### config.mk
export PLATFORM = sky130hd
export DESIGN_NAME = ipv4_tcp_header_parser_flat
export DESIGN_NICKNAME = d
export VERILOG_FILES = /design/src/rtl/core/ithp_pkg.sv /design/src/rtl/core/ithp_if.sv /design/src/rtl/core/ithp_apb_regs.sv /design/src/rtl/core/ithp_capture.sv /design/src/rtl/core/ithp_result.sv /design/src/rtl/core/ipv4_tcp_header_parser.sv /design/src/flat_wrapper.sv
export SDC_FILE = /design/constraint.sdc
export NUM_CORES = 1
export LEC_CHECK = 0
export BUFFER_PORTS_ARGS = -buffer_cell sky130_fd_sc_hd__buf_2
export CAP_MARGIN = 0
export CORE_UTILIZATION = 45
export DETAILED_ROUTE_END_ITERATION = 8
export PLACE_DENSITY = 0.76
export SYNTH_ARGS = -nofsm -noshare
export SYNTH_HDL_FRONTEND = slang
export SYNTH_HIERARCHICAL = 1
export SYNTH_SLANG_ARGS = --single-unit
### constraint.sdc
create_clock -name i_clk -period 6.29 [get_ports i_clk]
set_clock_uncertainty 0.05 [all_clocks]
set_input_delay 0 -clock i_clk [delete_from_list [all_inputs] [get_ports i_clk]]
set_output_delay 0 -clock i_clk [all_outputs]
set_load 0.03 [all_outputs]
### src/rtl/core/ithp_pkg.sv
// Shared types and constants for the IPv4/TCP header parser.
// No dependencies; every other file of the block uses this package.
package ithp_pkg;

    // Byte count of one packet, saturating at the maximum length
    localparam int unsigned LEN_W            = 16;
    localparam int unsigned MAX_PACKET_BYTES = 65535;

    typedef logic [LEN_W-1:0] t_len;

    localparam t_len LEN_MAX          = t_len'(MAX_PACKET_BYTES);
    localparam t_len MIN_PACKET_BYTES = t_len'(40);

    // Header constants
    localparam logic [3:0] IP_VERSION_4   = 4'd4;
    localparam logic [7:0] PROTO_TCP      = 8'd6;
    localparam logic [4:0] FRAG_HIGH_MASK = 5'h1f;
    localparam logic [3:0] NIBBLE_MASK    = 4'hf;
    localparam logic [5:0] MIN_HDR_BYTES  = 6'd20;

    // Byte positions inside the IPv4 header
    localparam t_len POS_VER_IHL  = t_len'(0);
    localparam t_len POS_FRAG_HI  = t_len'(6);
    localparam t_len POS_FRAG_LO  = t_len'(7);
    localparam t_len POS_PROTO    = t_len'(9);
    localparam t_len POS_SRC_ADDR = t_len'(12);
    localparam t_len POS_DST_ADDR = t_len'(16);
    localparam t_len POS_IP_END   = t_len'(20);

    // Byte positions inside the TCP header, relative to its start
    localparam t_len REL_DST_PORT = t_len'(2);
    localparam t_len REL_SEQ      = t_len'(4);
    localparam t_len REL_ACK      = t_len'(8);
    localparam t_len REL_DOFF     = t_len'(12);
    localparam t_len REL_FLAGS    = t_len'(13);

    // Result status codes
    typedef enum logic [1:0] {
        ST_REJECT     = 2'd0,
        ST_NO_MATCH   = 2'd1,
        ST_CLI_TO_SRV = 2'd2,
        ST_SRV_TO_CLI = 2'd3
    } t_status;

    // Configuration port
    localparam int unsigned APB_ADDR_W     = 3;
    localparam int unsigned APB_DATA_W     = 32;
    localparam logic        REG_SRV_PORT   = 1'b0;

    // Everything captured from one packet, handed over on its last byte
    typedef struct packed {
        t_len        len;
        logic        version_ok;
        logic [5:0]  ip_hdr_len;
        logic        proto_tcp;
        logic        frag_nonzero;
        logic [31:0] src_addr;
        logic [31:0] dst_addr;
        logic [15:0] src_port;
        logic [15:0] dst_port;
        logic [31:0] seq;
        logic [31:0] ack;
        logic [7:0]  flags;
        logic [5:0]  tcp_hdr_len;
    } t_pkt_rec;

    // One result item
    typedef struct packed {
        t_status     status;
        logic [31:0] cli_addr;
        logic [31:0] srv_addr;
        logic [15:0] cli_port;
        logic [15:0] srv_port;
        logic [7:0]  flag_byte;
        logic [31:0] sequence_after_header;
        logic [31:0] seq_raw;
        logic [31:0] acknowledgement;
        logic [6:0]  payload_offset;
        logic [15:0] pay_len;
    } t_result;

endpackage

### src/rtl/core/ithp_if.sv
// Valid/ready channel interfaces for packet bytes and parse results.
// Depends on ithp_pkg for field widths.
interface ithp_byte_if;
    logic       valid;
    logic       ready;
    logic [7:0] data_byte;
    logic       last_byte;

    modport source (output valid, output data_byte, output last_byte, input ready);
    modport sink   (input valid, input data_byte, input last_byte, output ready);
endinterface

interface ithp_res_if;
    logic                 valid;
    logic                 ready;
    logic [1:0]           status;
    logic [31:0]          cli_addr;
    logic [31:0]          srv_addr;
    logic [15:0]          cli_port;
    logic [15:0]          srv_port;
    logic [7:0]           flag_byte;
    logic [31:0]          sequence_after_header;
    logic [31:0]          seq_raw;
    logic [31:0]          acknowledgement;
    logic [6:0]           payload_offset;
    logic [ithp_pkg::LEN_W-1:0] pay_len;

    modport source (
        output valid, output status, output cli_addr, output srv_addr,
        output cli_port, output srv_port, output flag_byte,
        output sequence_after_header, output seq_raw, output acknowledgement,
        output payload_offset, output pay_len, input ready
    );
    modport sink (
        input valid, input status, input cli_addr, input srv_addr,
        input cli_port, input srv_port, input flag_byte,
        input sequence_after_header, input seq_raw, input acknowledgement,
        input payload_offset, input pay_len, output ready
    );
endinterface

### src/rtl/core/ithp_apb_regs.sv
// APB-style configuration register: the server TCP port.
// Depends on ithp_pkg for address/data widths and register index.
module ithp_apb_regs (
    input  logic                           i_clk,
    input  logic                           i_rst_n,
    input  logic                           psel,
    input  logic                           penable,
    input  logic                           pwrite,
    input  logic [ithp_pkg::APB_ADDR_W-1:0] paddr,
    input  logic [ithp_pkg::APB_DATA_W-1:0] pwdata,
    output logic [ithp_pkg::APB_DATA_W-1:0] prdata,
    output logic                           pready,
    output logic [15:0]                    o_srv_port
);
    import ithp_pkg::*;

    logic        reg_idx;
    logic        wr_en;
    logic [15:0] r_srv_port;

    assign reg_idx = paddr[APB_ADDR_W-1];
    assign pready  = 1'b1;
    assign wr_en   = psel && penable && pwrite && pready && (reg_idx == REG_SRV_PORT);

    // Write the server port on the access phase
    always_ff @(posedge i_clk) begin
        if (!i_rst_n) begin
            r_srv_port <= '0;
        end else if (wr_en) begin
            r_srv_port <= pwdata[15:0];
        end
    end

    // Read back
    always_comb begin
        prdata = '0;
        if (reg_idx == REG_SRV_PORT) begin
            prdata = {{(APB_DATA_W-16){1'b0}}, r_srv_port};
        end
    end

    assign o_srv_port = r_srv_port;

endmodule

### src/rtl/core/ithp_capture.sv
// Byte capture stage: counts packet bytes, picks header fields out as they
// pass and hands a packet record over on the last byte. Depends on ithp_pkg.
module ithp_capture (
    input  logic               i_clk,
    input  logic               i_rst_n,
    input  logic               i_valid,
    input  logic [7:0]         i_data_byte,
    input  logic               i_last_byte,
    output logic               o_ready,
    output logic               o_rec_valid,
    output ithp_pkg::t_pkt_rec o_rec,
    input  logic               i_rec_ready
);
    import ithp_pkg::*;

    t_len        r_byte_index, n_byte_index;
    logic        r_version_ok, n_version_ok;
    logic [5:0]  r_ip_hdr_len, n_ip_hdr_len;
    logic        r_proto_tcp, n_proto_tcp;
    logic        r_frag_nz, n_frag_nz;
    logic [31:0] r_src_addr, n_src_addr;
    logic [31:0] r_dst_addr, n_dst_addr;
    logic [15:0] r_src_port, n_src_port;
    logic [15:0] r_dst_port, n_dst_port;
    logic [31:0] r_seq, n_seq;
    logic [31:0] r_ack, n_ack;
    logic [7:0]  r_flags, n_flags;
    logic [5:0]  r_tcp_hdr_len, n_tcp_hdr_len;

    logic        r_rec_valid;
    t_pkt_rec    r_rec;
    t_pkt_rec    n_rec;

    logic        accept;
    t_len        pos;
    t_len        ihl_ext;
    t_len        rel;
    logic        in_tcp;

    assign o_ready = !r_rec_valid || i_rec_ready;
    assign accept  = i_valid && o_ready;

    assign pos     = r_byte_index;
    assign ihl_ext = {{(LEN_W-6){1'b0}}, r_ip_hdr_len};
    assign rel     = pos - ihl_ext;
    assign in_tcp  = pos >= ihl_ext;

    // Capture the current byte into the field it belongs to
    always_comb begin
        n_byte_index  = r_byte_index;
        n_version_ok  = r_version_ok;
        n_ip_hdr_len  = r_ip_hdr_len;
        n_proto_tcp   = r_proto_tcp;
        n_frag_nz     = r_frag_nz;
        n_src_addr    = r_src_addr;
        n_dst_addr    = r_dst_addr;
        n_src_port    = r_src_port;
        n_dst_port    = r_dst_port;
        n_seq         = r_seq;
        n_ack         = r_ack;
        n_flags       = r_flags;
        n_tcp_hdr_len = r_tcp_hdr_len;
        if (r_byte_index != LEN_MAX) begin
            n_byte_index = r_byte_index + t_len'(1);
            if (pos == POS_VER_IHL) begin
                n_version_ok = (i_data_byte[7:4] == IP_VERSION_4);
                n_ip_hdr_len = {i_data_byte[3:0] & NIBBLE_MASK, 2'b00};
            end else begin
                if (pos == POS_FRAG_HI) begin
                    n_frag_nz = |(i_data_byte[4:0] & FRAG_HIGH_MASK);
                end
                if (pos == POS_FRAG_LO) begin
                    n_frag_nz = r_frag_nz || (i_data_byte != 8'd0);
                end
                if (pos == POS_PROTO) begin
                    n_proto_tcp = (i_data_byte == PROTO_TCP);
                end
                if (pos >= POS_SRC_ADDR && pos < POS_DST_ADDR) begin
                    n_src_addr = {r_src_addr[23:0], i_data_byte};
                end
                if (pos >= POS_DST_ADDR && pos < POS_IP_END) begin
                    n_dst_addr = {r_dst_addr[23:0], i_data_byte};
                end
                // TCP header fields, relative to the captured IP header length
                if (in_tcp) begin
                    if (rel < REL_DST_PORT) begin
                        n_src_port = {r_src_port[7:0], i_data_byte};
                    end else if (rel < REL_SEQ) begin
                        n_dst_port = {r_dst_port[7:0], i_data_byte};
                    end else if (rel < REL_ACK) begin
                        n_seq = {r_seq[23:0], i_data_byte};
                    end else if (rel < REL_DOFF) begin
                        n_ack = {r_ack[23:0], i_data_byte};
                    end else if (rel == REL_DOFF) begin
                        n_tcp_hdr_len = {i_data_byte[7:4] & NIBBLE_MASK, 2'b00};
                    end else if (rel == REL_FLAGS) begin
                        n_flags = i_data_byte;
                    end
                end
            end
        end
    end

    // Gather the finished packet into one record
    always_comb begin
        n_rec.len          = n_byte_index;
        n_rec.version_ok   = n_version_ok;
        n_rec.ip_hdr_len   = n_ip_hdr_len;
        n_rec.proto_tcp    = n_proto_tcp;
        n_rec.frag_nonzero = n_frag_nz;
        n_rec.src_addr     = n_src_addr;
        n_rec.dst_addr     = n_dst_addr;
        n_rec.src_port     = n_src_port;
        n_rec.dst_port     = n_dst_port;
        n_rec.seq          = n_seq;
        n_rec.ack          = n_ack;
        n_rec.flags        = n_flags;
        n_rec.tcp_hdr_len  = n_tcp_hdr_len;
    end

    // Advance the packet state; clear it after the last byte
    always_ff @(posedge i_clk) begin
        if (!i_rst_n || (accept && i_last_byte)) begin
            r_byte_index  <= '0;
            r_version_ok  <= 1'b0;
            r_ip_hdr_len  <= '0;
            r_proto_tcp   <= 1'b0;
            r_frag_nz     <= 1'b0;
            r_src_addr    <= '0;
            r_dst_addr    <= '0;
            r_src_port    <= '0;
            r_dst_port    <= '0;
            r_seq         <= '0;
            r_ack         <= '0;
            r_flags       <= '0;
            r_tcp_hdr_len <= '0;
        end else if (accept) begin
            r_byte_index  <= n_byte_index;
            r_version_ok  <= n_version_ok;
            r_ip_hdr_len  <= n_ip_hdr_len;
            r_proto_tcp   <= n_proto_tcp;
            r_frag_nz     <= n_frag_nz;
            r_src_addr    <= n_src_addr;
            r_dst_addr    <= n_dst_addr;
            r_src_port    <= n_src_port;
            r_dst_port    <= n_dst_port;
            r_seq         <= n_seq;
            r_ack         <= n_ack;
            r_flags       <= n_flags;
            r_tcp_hdr_len <= n_tcp_hdr_len;
        end
    end

    // Hold the record until the result stage takes it
    always_ff @(posedge i_clk) begin
        if (!i_rst_n) begin
            r_rec_valid <= 1'b0;
        end else if (accept && i_last_byte) begin
            r_rec_valid <= 1'b1;
        end else if (i_rec_ready) begin
            r_rec_valid <= 1'b0;
        end
    end

    always_ff @(posedge i_clk) begin
        if (accept && i_last_byte) begin
            r_rec <= n_rec;
        end
    end

    assign o_rec_valid = r_rec_valid;
    assign o_rec       = r_rec;

endmodule

### src/rtl/core/ithp_result.sv
// Result stage: checks a packet record, orients it against the server port
// and holds the result in the output register. Depends on ithp_pkg, ithp_if.
module ithp_result (
    input  logic               i_clk,
    input  logic               i_rst_n,
    input  logic               i_rec_valid,
    input  ithp_pkg::t_pkt_rec i_rec,
    output logic               o_rec_ready,
    input  logic [15:0]        i_srv_port,
    ithp_res_if.source         o_res
);
    import ithp_pkg::*;

    logic        r_out_valid;
    t_result     r_out;
    t_result     n_out;

    logic        load;
    logic [16:0] len_ext;
    logic [16:0] ihl_plus_min;
    logic [6:0]  hdr_sum;
    logic        pkt_ok;
    logic        dst_is_srv;
    logic        src_is_srv;

    assign o_rec_ready = !r_out_valid || o_res.ready;
    assign load        = i_rec_valid && o_rec_ready;

    assign len_ext      = {1'b0, i_rec.len};
    assign ihl_plus_min = 17'(i_rec.ip_hdr_len) + 17'(MIN_HDR_BYTES);
    assign hdr_sum      = 7'(i_rec.ip_hdr_len) + 7'(i_rec.tcp_hdr_len);
    assign dst_is_srv   = (i_rec.dst_port == i_srv_port);
    assign src_is_srv   = (i_rec.src_port == i_srv_port);

    // Reject malformed, fragmented or non-TCP packets
    assign pkt_ok = (i_rec.len >= MIN_PACKET_BYTES) && i_rec.version_ok && i_rec.proto_tcp
                 && (i_rec.ip_hdr_len >= MIN_HDR_BYTES) && (len_ext >= ihl_plus_min)
                 && !i_rec.frag_nonzero && (i_rec.tcp_hdr_len >= MIN_HDR_BYTES)
                 && (i_rec.len >= t_len'(hdr_sum));

    // Build the result; the destination port is tested first
    always_comb begin
        n_out = '0;
        if (pkt_ok) begin
            if (dst_is_srv || !src_is_srv) begin
                n_out.status   = dst_is_srv ? ST_CLI_TO_SRV : ST_NO_MATCH;
                n_out.cli_addr = i_rec.src_addr;
                n_out.srv_addr = i_rec.dst_addr;
                n_out.cli_port = i_rec.src_port;
                n_out.srv_port = i_rec.dst_port;
            end else begin
                n_out.status   = ST_SRV_TO_CLI;
                n_out.cli_addr = i_rec.dst_addr;
                n_out.srv_addr = i_rec.src_addr;
                n_out.cli_port = i_rec.dst_port;
                n_out.srv_port = i_rec.src_port;
            end
            n_out.flag_byte             = i_rec.flags;
            n_out.sequence_after_header = i_rec.seq + 32'(i_rec.tcp_hdr_len);
            n_out.seq_raw               = i_rec.seq;
            n_out.acknowledgement       = i_rec.ack;
            n_out.payload_offset        = hdr_sum;
            n_out.pay_len               = i_rec.len - t_len'(hdr_sum);
        end
    end

    // Output register: load when empty or being drained
    always_ff @(posedge i_clk) begin
        if (!i_rst_n) begin
            r_out_valid <= 1'b0;
        end else if (load) begin
            r_out_valid <= 1'b1;
        end else if (o_res.ready) begin
            r_out_valid <= 1'b0;
        end
    end

    always_ff @(posedge i_clk) begin
        if (load) begin
            r_out <= n_out;
        end
    end

    assign o_res.valid                 = r_out_valid;
    assign o_res.status                = r_out.status;
    assign o_res.cli_addr              = r_out.cli_addr;
    assign o_res.srv_addr              = r_out.srv_addr;
    assign o_res.cli_port              = r_out.cli_port;
    assign o_res.srv_port              = r_out.srv_port;
    assign o_res.flag_byte             = r_out.flag_byte;
    assign o_res.sequence_after_header = r_out.sequence_after_header;
    assign o_res.seq_raw               = r_out.seq_raw;
    assign o_res.acknowledgement       = r_out.acknowledgement;
    assign o_res.payload_offset        = r_out.payload_offset;
    assign o_res.pay_len               = r_out.pay_len;

endmodule

### src/rtl/core/ipv4_tcp_header_parser.sv
// IPv4/TCP header parser: one packet byte per request in, one result per packet out.
// Top level of the block; depends on ithp_pkg, ithp_if, ithp_apb_regs,
// ithp_capture and ithp_result.
//
// Usage:
//   i_pkt carries packet bytes in wire order from the first IPv4 header
//   byte; last_byte marks the end of a packet. A byte is taken on every
//   cycle with valid and ready high, so bytes stream one per cycle unless ready drops.
//   o_res carries one result per packet: status 0 for a rejected packet
//   (all other fields zero), else the addresses, ports, sequence numbers,
//   flags and payload offset/length, oriented against the server port.
//   The APB port holds the server port at address 0; program it while idle.
// Timing:
//   The edge that accepts the last byte loads the packet record; the output
//   register takes it when empty or being drained, and o_res.valid rises
//   with that load. Throughput is one byte per cycle while ready is high.
//   The record stage acts as a skid buffer: bytes keep flowing while a
//   result waits; i_pkt.ready drops only when both the record and the
//   output register are full and o_res.ready is low.
// Reset:
//   i_rst_n (synchronous, active low) clears the packet state, empties both
//   stages and sets the server port to 0.
module ipv4_tcp_header_parser (
    input  logic                            i_clk,
    input  logic                            i_rst_n,
    ithp_byte_if.sink                       i_pkt,
    ithp_res_if.source                      o_res,
    input  logic                            psel,
    input  logic                            penable,
    input  logic                            pwrite,
    input  logic [ithp_pkg::APB_ADDR_W-1:0] paddr,
    input  logic [ithp_pkg::APB_DATA_W-1:0] pwdata,
    output logic [ithp_pkg::APB_DATA_W-1:0] prdata,
    output logic                            pready
);
    import ithp_pkg::*;

    logic [15:0] srv_port;
    logic        rec_valid;
    logic        rec_ready;
    t_pkt_rec    rec;

    // Configuration register
    ithp_apb_regs u_regs (
        .i_clk      (i_clk),
        .i_rst_n    (i_rst_n),
        .psel       (psel),
        .penable    (penable),
        .pwrite     (pwrite),
        .paddr      (paddr),
        .pwdata     (pwdata),
        .prdata     (prdata),
        .pready     (pready),
        .o_srv_port (srv_port)
    );

    // Byte capture and packet record
    ithp_capture u_capture (
        .i_clk       (i_clk),
        .i_rst_n     (i_rst_n),
        .i_valid     (i_pkt.valid),
        .i_data_byte (i_pkt.data_byte),
        .i_last_byte (i_pkt.last_byte),
        .o_ready     (i_pkt.ready),
        .o_rec_valid (rec_valid),
        .o_rec       (rec),
        .i_rec_ready (rec_ready)
    );

    // Checks, orientation and output register
    ithp_result u_result (
        .i_clk       (i_clk),
        .i_rst_n     (i_rst_n),
        .i_rec_valid (rec_valid),
        .i_rec       (rec),
        .o_rec_ready (rec_ready),
        .i_srv_port  (srv_port),
        .o_res       (o_res)
    );

endmodule

### src/flat_wrapper.sv
// flat-port wrapper written by rule: the top's interface ports become plain ports
module ipv4_tcp_header_parser_flat import ithp_pkg::*;
  (i_clk, i_rst_n, psel, penable, pwrite, paddr, pwdata, prdata, pready, i_pkt_valid, i_pkt_data_byte, i_pkt_last_byte, i_pkt_ready, o_res_valid, o_res_status, o_res_cli_addr, o_res_srv_addr, o_res_cli_port, o_res_srv_port, o_res_flag_byte, o_res_sequence_after_header, o_res_seq_raw, o_res_acknowledgement, o_res_payload_offset, o_res_pay_len, o_res_ready);
  ithp_byte_if i_pkt_i ();
  ithp_res_if o_res_i ();
  input  logic i_clk;
  input  logic i_rst_n;
  input  logic psel;
  input  logic penable;
  input  logic pwrite;
  input  logic [ithp_pkg::APB_ADDR_W-1:0] paddr;
  input  logic [ithp_pkg::APB_DATA_W-1:0] pwdata;
  output logic [ithp_pkg::APB_DATA_W-1:0] prdata;
  output logic pready;
  input wire logic [$bits(i_pkt_i.valid)-1:0] i_pkt_valid;
  input wire logic [$bits(i_pkt_i.data_byte)-1:0] i_pkt_data_byte;
  input wire logic [$bits(i_pkt_i.last_byte)-1:0] i_pkt_last_byte;
  output wire logic [$bits(i_pkt_i.ready)-1:0] i_pkt_ready;
  output wire logic [$bits(o_res_i.valid)-1:0] o_res_valid;
  output wire logic [$bits(o_res_i.status)-1:0] o_res_status;
  output wire logic [$bits(o_res_i.cli_addr)-1:0] o_res_cli_addr;
  output wire logic [$bits(o_res_i.srv_addr)-1:0] o_res_srv_addr;
  output wire logic [$bits(o_res_i.cli_port)-1:0] o_res_cli_port;
  output wire logic [$bits(o_res_i.srv_port)-1:0] o_res_srv_port;
  output wire logic [$bits(o_res_i.flag_byte)-1:0] o_res_flag_byte;
  output wire logic [$bits(o_res_i.sequence_after_header)-1:0] o_res_sequence_after_header;
  output wire logic [$bits(o_res_i.seq_raw)-1:0] o_res_seq_raw;
  output wire logic [$bits(o_res_i.acknowledgement)-1:0] o_res_acknowledgement;
  output wire logic [$bits(o_res_i.payload_offset)-1:0] o_res_payload_offset;
  output wire logic [$bits(o_res_i.pay_len)-1:0] o_res_pay_len;
  input wire logic [$bits(o_res_i.ready)-1:0] o_res_ready;
  assign i_pkt_i.valid = i_pkt_valid;
  assign i_pkt_i.data_byte = i_pkt_data_byte;
  assign i_pkt_i.last_byte = i_pkt_last_byte;
  assign i_pkt_ready = i_pkt_i.ready;
  assign o_res_valid = o_res_i.valid;
  assign o_res_status = o_res_i.status;
  assign o_res_cli_addr = o_res_i.cli_addr;
  assign o_res_srv_addr = o_res_i.srv_addr;
  assign o_res_cli_port = o_res_i.cli_port;
  assign o_res_srv_port = o_res_i.srv_port;
  assign o_res_flag_byte = o_res_i.flag_byte;
  assign o_res_sequence_after_header = o_res_i.sequence_after_header;
  assign o_res_seq_raw = o_res_i.seq_raw;
  assign o_res_acknowledgement = o_res_i.acknowledgement;
  assign o_res_payload_offset = o_res_i.payload_offset;
  assign o_res_pay_len = o_res_i.pay_len;
  assign o_res_i.ready = o_res_ready;
  ipv4_tcp_header_parser u_core (.i_clk(i_clk), .i_rst_n(i_rst_n), .i_pkt(i_pkt_i), .o_res(o_res_i), .psel(psel), .penable(penable), .pwrite(pwrite), .paddr(paddr), .pwdata(pwdata), .prdata(prdata), .pready(pready));
endmodule
==> results of run 1 <==
[power by group through the flow]
stage | Combinational, mW | Clock [mW] | Sequential, mW
2_1_floorplan | 0.382 | 0 | 4.78
3_3_place_gp | 0.584 | 0 | 4.72
4_1_cts | 0.624 | 4.02 | 4.63
6_report | 0.629 | 3.95 | 4.63
5_1_grt | 0.674 | 4.18 | 4.64
3_5_place_dp | 0.598 | 0 | 4.72
[per-stage QoR]
step           hold WS (ns)  utilization, %  power [mW]  area [µm²]
3_3_place_gp         0.2008           48.55       5.301       30630
5_1_grt              0.1052           53.00       9.491       33430
3_5_place_dp         0.2111           48.55       5.318       30630
6_report            0.07038           53.00       9.212       33430
4_1_cts             0.02580           53.00       9.278       33430
2_1_floorplan       0.09212               -       5.161       28790
[worst max-delay path by stage]
| stage | from | to | slack (ns) | cells after the start |
|---|---|---|---|---|
| after floorplan | u_core/u_result/o_res.valid$_SDFFE_PN0P_ | u_core/u_capture/o_rec[0]$_DFFE_PP_ | 0.43 | 6 |
| after global placement | u_core/u_capture/o_rec[176]$_DFFE_PP_ | u_core/u_result/o_res.seq_raw[7]$_SDFFCE_PN0P_ | 1.73 | 15 |
| after detailed placement | u_core/u_capture/o_rec[176]$_DFFE_PP_ | u_core/u_result/o_res.seq_raw[7]$_SDFFCE_PN0P_ | 1.61 | 15 |
| after CTS | u_core/u_capture/o_rec[176]$_DFFE_PP_ | u_core/u_result/o_res.seq_raw[19]$_SDFFCE_PN0P_ | 1.57 | 15 |
| after global routing | u_core/u_capture/o_rec[176]$_DFFE_PP_ | u_core/u_result/o_res.seq_raw[15]$_SDFFCE_PN0P_ | 1.29 | 15 |
| final | u_core/u_capture/o_rec[176]$_DFFE_PP_ | u_core/u_result/o_res.seq_raw[19]$_SDFFCE_PN0P_ | 1.56 | 15 |
[registers in the layout, summed over array words and instances, names as in the netlist, 32 cells and up]
signal and flops:
u_core/u_capture/o_rec 199, u_core/u_capture/r_ack 32, u_core/u_capture/r_dst_addr 32, u_core/u_capture/r_seq 32, u_core/u_capture/r_src_addr 32, u_core/u_result/o_res.acknowledgement 32, u_core/u_result/o_res.cli_addr 32, u_core/u_result/o_res.seq_raw 32
u_core/u_result/o_res.sequence_after_header 32, u_core/u_result/o_res.srv_addr 32
[layer usage]
layer | up-vias | routed length (µm) | part of all wire (%) | GRT usage, %
li1 | 8733 | - | - | -
met1 | 9152 | 29510 | 43 | 27.09
met2 | 604 | 33470 | 49 | 34.61
met3 | 125 | 3928 | 5.7 | 3.623
met4 | 2 | 2006 | 2.9 | 7.716
met5 | - | 13 | 0.019 | 0
[cells by family after synthesis]
family / Yosys count / share of synthesized area, %
compound gates: 158 / 3.419
xor+xnor: 96 / 2.927
fa+ha+maj: 44 / 2.012
buf+inv: 179 / 3.205
flops: 641 / 59.44
mux: 433 / 16.51
other cells: 2 / 0.02614
simple gates: 752 / 12.46
[placed cells by master, fill, tap and decap left out, drive strengths merged, types with 22 or more instances in the layout]
| cell type | instances |
|---|---|
| nand3 | 22 |
| mux2i | 257 |
| nand2 | 267 |
| dlygate4sd3 | 60 |
| clkbuf | 82 |
| a21oi | 76 |
| clkinv | 24 |
| buf | 292 |
| dfxtp | 217 |
| ha | 39 |
| xnor2 | 51 |
| xor2 | 45 |
| mux2 | 176 |
| nand4 | 30 |
| edfxtp | 424 |
| nor3 | 24 |
| inv | 36 |
| o21ai | 26 |
| nor2 | 230 |
| and2 | 83 |
[final cells by class]
cell class / count / area [µm²]
Clock buffer: 82 / 1833
Clock inverter: 38 / 370.4
Fill cell: 5254 / 29650
Inverter: 32 / 127.6
Multi-Input combinational cell: 1500 / 10820
Sequential cell: 641 / 17080
Tap cell: 846 / 1059
Timing Repair Buffer: 352 / 2142
[critical path, stage by stage (launching register included)]
cell      delay, ns
edfxtp_1       0.42
ha_1           0.25
fa_1           0.41
a21o_1         0.17
a21oi_1        0.23
o21bai_1       0.09
a21oi_1        0.34
ha_1           0.35
nand4b_1       0.15
or2_2          0.32
nor2_1         0.11
a211oi_1       0.06
a21oi_1        0.27
o21a_2         0.77
buf_4          0.39
and2_1         0.18
[what timing repair did]
action                                 4_1_cts  5_1_grt
hold buffers                                60        0
endpoints found under the hold margin       44        0
resized for setup                            0        0
==> key figures, run 1 <==
Timing
  • Final Critical Period: 4.727 ns
  • Tcrit/Tclk final: 75.15%
  • Slew @ Worst Pin: 1.124 ns
  • F_max: 211.5 MHz
  • Final max-slew violation count: 0
  • Sum of negative setup slack: 0 ns
  • Final hold violations: 0
  • Post-route worst setup slack: 1.563 ns
  • Max-slew headroom: 24.98%
  • Final setup violation count: 0
  • RSZ-0062 raised after global routing: no

Placement
  • DP HPWL: roughly 45 mm
  • Placed cells: 3311
  • GPL Wtd Cong: 0.8670
  • Pre-CTS setup slack: 1.611 ns
  • Port Buffers: 275

GRT
  • Initial antenna violation count: 1
  • Tot GR Track Use: between 20% and 30%
  • Pin count of the biggest net entering global routing: between 150 and 200
  • Vias in the first global route: 18020
  • First-pass GRT wire length: ~100 mm
  • Gr ovfl total: 0

Power
  • Switching share of power: 23.42%
  • Clock power frac: 42.9%
  • Part of the power in registers: 50.3%
  • Pwr dens: between 200 and 300 nW/µm²
  • VDD IR-drop max: 0.1690 mV
  • Combinational Power Share: 6.8%
  • P_leak: 13.13 nW
  • NetSw: between 2 and 2.5 mW
  • Internal power: roughly 7 mW

Synthesis
  • Top_reg_cell synth: edfxtp_1
  • Leading area contributor after synthesis: edfxtp_1
  • Top cell type's share of synthesized area: 44.32%
  • Top post-synthesis cells by area: edfxtp_1 (44%), dfxtp_1 (15%), mux2i_1 (9.0%), mux2_2 (4.9%), nand2_1 (3.5%)
  • Synth top cells by count: edfxtp_1 (424), nand2_1 (267), mux2i_1 (257)
  • Yosys warnings: 6
  • Seq/Total Area, Yosys: 59.44%
  • Synth unique cells: between 70 and 80
  • Share of flip-flops with an asynchronous set or reset: 0%
  • EDFF count, synth: 424
  • Synth Register Bits: about 640
  • Mapped Cells: 2305
  • Mapped cell area: 28730 µm²
  • Avg Cell Area, Syn: 12.46 µm²
  • Count leader, synth: edfxtp_1

Floorplan
  • Die Ht: 254.7 µm
  • Io pins: 311
  • Initial core utilization: 45.54%
  • Site row count: slightly above 90
  • Die width: ~250 µm
  • Core area: 63080 µm²
  • Die ar.: 64860 µm²

Critical path
  • Cell depth of the worst flop-to-flop path: 15
  • FF-to-FF Start: u_core/u_capture/o_rec[176]$_DFFE_PP_
  • Critical Path Sink Type: register
  • R2R setup slack: between 1.5 and 2 ns
  • WS Path Type: reg2reg
  • CP startpoint kind: register
  • WP data arrival: 5.14 ns
  • WP data required: 6.70 ns
  • RR Endpoint: u_core/u_result/o_res.seq_raw[19]$_SDFFCE_PN0P_
  • CP Max Fanout: 46

Clock network
  • Root buffer cell: clkbuf_16
  • CTS Sinks: around 640
  • Num CTS Buffers: between 60 and 70
  • Longest Clk Path Bufs: 3
  • H-tree depth: 3
  • CTS tree: built
  • Clock-pin slew on the worst setup and hold paths: 0.06 ns
  • Setup bufs post-CTS: 0
  • Clock latency on the worst-skew pair: 0.61 ns

Worst hold path
  • Hold Path Depth: 5
  • Hold Path End: u_core/u_capture/pos[14]$_SDFFE_PP0P_
  • Min-delay worst type: in2reg
  • Min-delay src: i_pkt_valid

Drt
  • Detailed Route WL: 68.92 mm
  • Avg WL per Cell: 19.74 µm
  • DR pass1 iterations: 5
  • Antenna Nets Post-Route: 0
  • DR vias: roughly 19000
  • Vias per cell: 5.333
  • Residual DRC: 0
  • 1st-iter DRT viols: 1499

Cells and area
  • Share of cells above drive strength 1: 23.21%
  • Final nets: approximately 2700
  • Number of antenna diodes: 0
  • Synth-to-layout area growth: 16.37%
  • Non-Filler Instances: 3491

Status
  • Status: completed

Flow run
  • MaxCap Viol Count: 0
No activity file was read; power rests on OpenSTA's default activity.
==> run 2: changes to the inputs <==
==> constraint.sdc (replaced) <==
create_clock -name i_clk -period 3.8 [get_ports i_clk]
set_clock_uncertainty 0.05 [all_clocks]
set_input_delay 0 -clock i_clk [delete_from_list [all_inputs] [get_ports i_clk]]
set_output_delay 0 -clock i_clk [all_outputs]
set_load 0.03 [all_outputs]
==> run 2 against run 1 <==
- first-iteration DRC count shrank 5.1%
- sequential share of layout area shrank 1.0 points
- worst setup slack worse by 1.5 ns
- sequential power up 65%
- utilization up 1.1 points
- flip-flop and latch count is the same
- clock-buffer cell count down 6
- cell area is 2.1% higher
- hold slack improved by 0.16 ns
- maximum frequency up 25%
- critical path type unchanged
- largest cell class unchanged
- highest routed layer is now met4
==> key figures, run 2 (same netlist as run 1, synthesis figures left out) <==
Drt
  • DR pass1 iterations: 5 (unchanged)
  • Residual DRC: 0 (unchanged)
  • 1st-iter DRT viols: 1423 (was 1499)
  • Detailed Route WL: 70.52 mm (was 68.92 mm)
  • Antenna Nets Post-Route: 0 (unchanged)
  • Avg WL per Cell: 19.89 µm (was 19.74 µm)
  • DR vias: 18770 (was 18620)
  • Vias per cell: 5.293 (was 5.333)

Cells and area
  • Cell area after layout: 34130 µm² (was 33430 µm²)
  • Number of antenna diodes: 0 (unchanged)
  • Most common cell after layout, fill and taps aside: edfxtp_1 (unchanged)
  • Largest register FFs: 199 (unchanged)
  • Synth-to-layout area growth: 18.78% (was 16.37%)
  • Fillers: 5192 (was 5254)
  • Fin util: 54.10% (was 53.00%)
  • Most frequent cells in the layout: edfxtp_1 (424), buf_2 (275), nand2_1 (264) (was edfxtp_1 (424), buf_2 (275), nand2_1 (265))
  • Final nets: 2741 (was 2687)
  • Share of cells above drive strength 1: 25.11% (was 23.21%)
  • Non-Filler Instances: 3546 (was 3491)

Timing
  • Tcrit/Tclk final: 99.57% (was 75.15%)
  • Final Critical Period: 3.784 ns (was 4.727 ns)
  • RSZ-0062 raised after global routing: yes (was no)
  • Max-slew headroom: 31.14% (was 24.98%)
  • Final setup violation count: 0 (unchanged)
  • Hold WS: 0.2280 ns (was 0.07038 ns)
  • Post-route worst setup slack: 0.01648 ns (was 1.563 ns)
  • F_max: 264.3 MHz (was 211.5 MHz)
  • Slew @ Worst Pin: 1.032 ns (was 1.124 ns)
  • Final hold violations: 0 (unchanged)
  • Final max-slew violation count: 0 (unchanged)

GRT
  • Vias in the first global route: 18690 (was 18020)
  • Tot GR Track Use: 21.13% (was 20.78%)
  • Pin count of the biggest net entering global routing: 128 (was 159)
  • Gr ovfl total: 0 (unchanged)
  • Initial antenna violation count: 1 (unchanged)
  • First-pass GRT wire length: 105.8 mm (was 103.6 mm)

Power
  • Combinational Power Share: 7.5% (was 6.8%)
  • Clock power frac: 42.3% (was 42.9%)
  • Part of the power in registers: 50.2% (was 50.3%)
  • P_leak: 13.50 nW (was 13.13 nW)
  • Switching share of power: 23.10% (was 23.42%)
  • Internal power: 11.73 mW (was 7.054 mW)
  • Pwr dens: 446.9 nW/µm² (was 275.6 nW/µm²)
  • VDD IR-drop max: 0.3775 mV (was 0.1690 mV)
  • NetSw: 3.522 mW (was 2.158 mW)

Critical path
  • Critical Path Sink Type: register (unchanged)
  • Cell depth of the worst flop-to-flop path: 14 (was 15)
  • WP data arrival: 4.12 ns (was 5.14 ns)
  • WP data required: 4.14 ns (was 6.70 ns)
  • FF-to-FF Start: u_core/u_capture/o_rec[1]$_DFFE_PP_ (was u_core/u_capture/o_rec[176]$_DFFE_PP_)
  • R2R setup slack: 0.02 ns (was 1.56 ns)
  • WS Path Type: reg2reg (unchanged)
  • CP Max Fanout: 43 (was 46)
  • RR Endpoint: u_core/u_result/o_res.acknowledgement[11]$_SDFFCE_PN0P_ (was u_core/u_result/o_res.seq_raw[19]$_SDFFCE_PN0P_)
  • CP startpoint kind: register (unchanged)

Floorplan
  • Initial core utilization: 45.54% (unchanged)
  • Die width: 254.7 µm (unchanged)
  • Site row count: 92 (unchanged)
  • Core area: 63080 µm² (unchanged)
  • Die ar.: 64860 µm² (unchanged)
  • Io pins: 311 (unchanged)
  • Die Ht: 254.7 µm (unchanged)

Clock network
  • CTS Sinks: 641 (unchanged)
  • Clock-pin slew on the worst setup and hold paths: 0.06 ns (about the same)
  • H-tree depth: 2 (was 3)
  • Longest Clk Path Bufs: 3 (unchanged)
  • Clock latency on the worst-skew pair: 0.63 ns (was 0.61 ns)
  • Num CTS Buffers: 61 (was 66)
  • Root buffer cell: clkbuf_16 (unchanged)
  • CTS tree: built (unchanged)

Status
  • Status: completed (unchanged)

Placement
  • Cell Area, Placed: 31090 µm² (was 30630 µm²)
  • GPL Wtd Cong: 0.8854 (was 0.8670)
  • DP HPWL: 47.31 mm (was 45.28 mm)
  • Placed cells: 3354 (was 3311)
  • Pre-CTS setup slack: -0.07195 ns (was 1.611 ns)
  • Port Buffers: 275 (unchanged)

Worst hold path
  • Hold Path Depth: 5 (unchanged)
  • Min-delay worst type: in2reg (unchanged)
  • Min-delay src: i_rst_n (was i_pkt_valid)
  • Hold Path End: u_core/u_capture/pos[4]$_SDFFE_PP0P_ (was u_core/u_capture/pos[14]$_SDFFE_PP0P_)

Flow run
  • MaxCap Viol Count: 0 (unchanged)
## run 2: cell types whose count changed in the layout (fill, tap and decap cells not counted), moves of 5 or more
cell,change
clkinv_2,-7
buf_4,+43
buf_12,+10
clkbuf_8,-6
clkinv_4,+5
## run 2: area by class of cell
| cell class | count | area [µm²] | share of cell area [%] |
|---|---|---|---|
| Tap cell | 846 | 1059 | 3.102 |
| Sequential cell | 641 | 17080 | 50.05 |
| Clock inverter | 40 | 483.0 | 1.415 |
| Timing Repair Buffer | 411 | 2804 | 8.217 |
| Multi-Input combinational cell | 1500 | 10890 | 31.91 |
| Inverter | 32 | 123.9 | 0.3630 |
| Clock buffer | 76 | 1687 | 4.942 |
## run 2: critical path, cell delays in order, from the launching register on
cell      delay, ns
edfxtp_1       0.44
buf_4          0.19
ha_1           0.31
a21o_1         0.20
a21oi_2        0.17
xor2_2         0.24
ha_1           0.33
nand2_1        0.08
o21ai_1        0.08
a311o_1        0.35
nand3b_1       0.26
buf_4          0.20
o21a_2         0.25
buf_12         0.17
and2_1         0.19
## run 2: through the flow
step	TNS [ns]	total power [mW]
finish	0	15.25
global route	-10.31	15.70
CTS	0	15.33
detailed placement	-5.327	8.868
global placement	-0.02053	8.841
floorplan	-123.90	8.540
## run 2: power by group through the flow
stage          Clock (mW)  Sequential [mW]  Combinational, mW
5_1_grt              6.81             7.67               1.22
2_1_floorplan           0             7.90              0.635
4_1_cts              6.55             7.66               1.12
3_5_place_dp            0             7.81               1.06
3_3_place_gp            0             7.80               1.04
6_report             6.45             7.66               1.14
## run 2: timing repair
item / CTS / global route
gates cloned: 2 / 2
gates resized for setup: 7 / 7
hold buffers: 61 / 0
pin swaps: 6 / 6
endpoints found under the hold margin: 68 / 0
setup endpoints to repair: 200 / 223
buffers inserted: 6 / 5
## run 2: worst max-delay path by stage
| stage | endpoint | slack (ns) | cells after the start | from |
|---|---|---|---|---|
| final | u_core/u_result/o_res.acknowledgement[11]$_SDFFCE_PN0P_ | 0.02 | 14 | u_core/u_capture/o_rec[1]$_DFFE_PP_ |
| after global routing | u_core/u_result/o_res.seq_raw[10]$_SDFFCE_PN0P_ | -0.11 | 14 | u_core/u_capture/o_rec[176]$_DFFE_PP_ |
| after CTS | register | 0.02 | 13 | u_core/u_capture/o_rec[176]$_DFFE_PP_ |
| after detailed placement | u_core/u_result/o_res.sequence_after_header[4]$_SDFFCE_PN0P_ | -0.07 | 14 | u_core/u_capture/o_rec[0]$_DFFE_PP_ |
| after global placement | u_core/u_result/o_res.sequence_after_header[4]$_SDFFCE_PN0P_ | -0.01 | 13 | u_core/u_capture/o_rec[0]$_DFFE_PP_ |
| after floorplan | u_core/u_capture/o_rec[0]$_DFFE_PP_ | -0.62 | 6 | u_core/u_result/o_res.valid$_SDFFE_PN0P_ |
## run 2: layer usage
| metal | global-route usage, % | share of wire [%] | vias to the layer above |
|---|---|---|---|
| li1 | - | - | 8831 |
| met2 | 36.12 | 50 | 594 |
| met4 | 7.887 | 3.2 | 0 |
| met1 | 26.75 | 42 | 9223 |
| met3 | 3.654 | 5.6 | 120 |
| met5 | 0 | 0 | - |
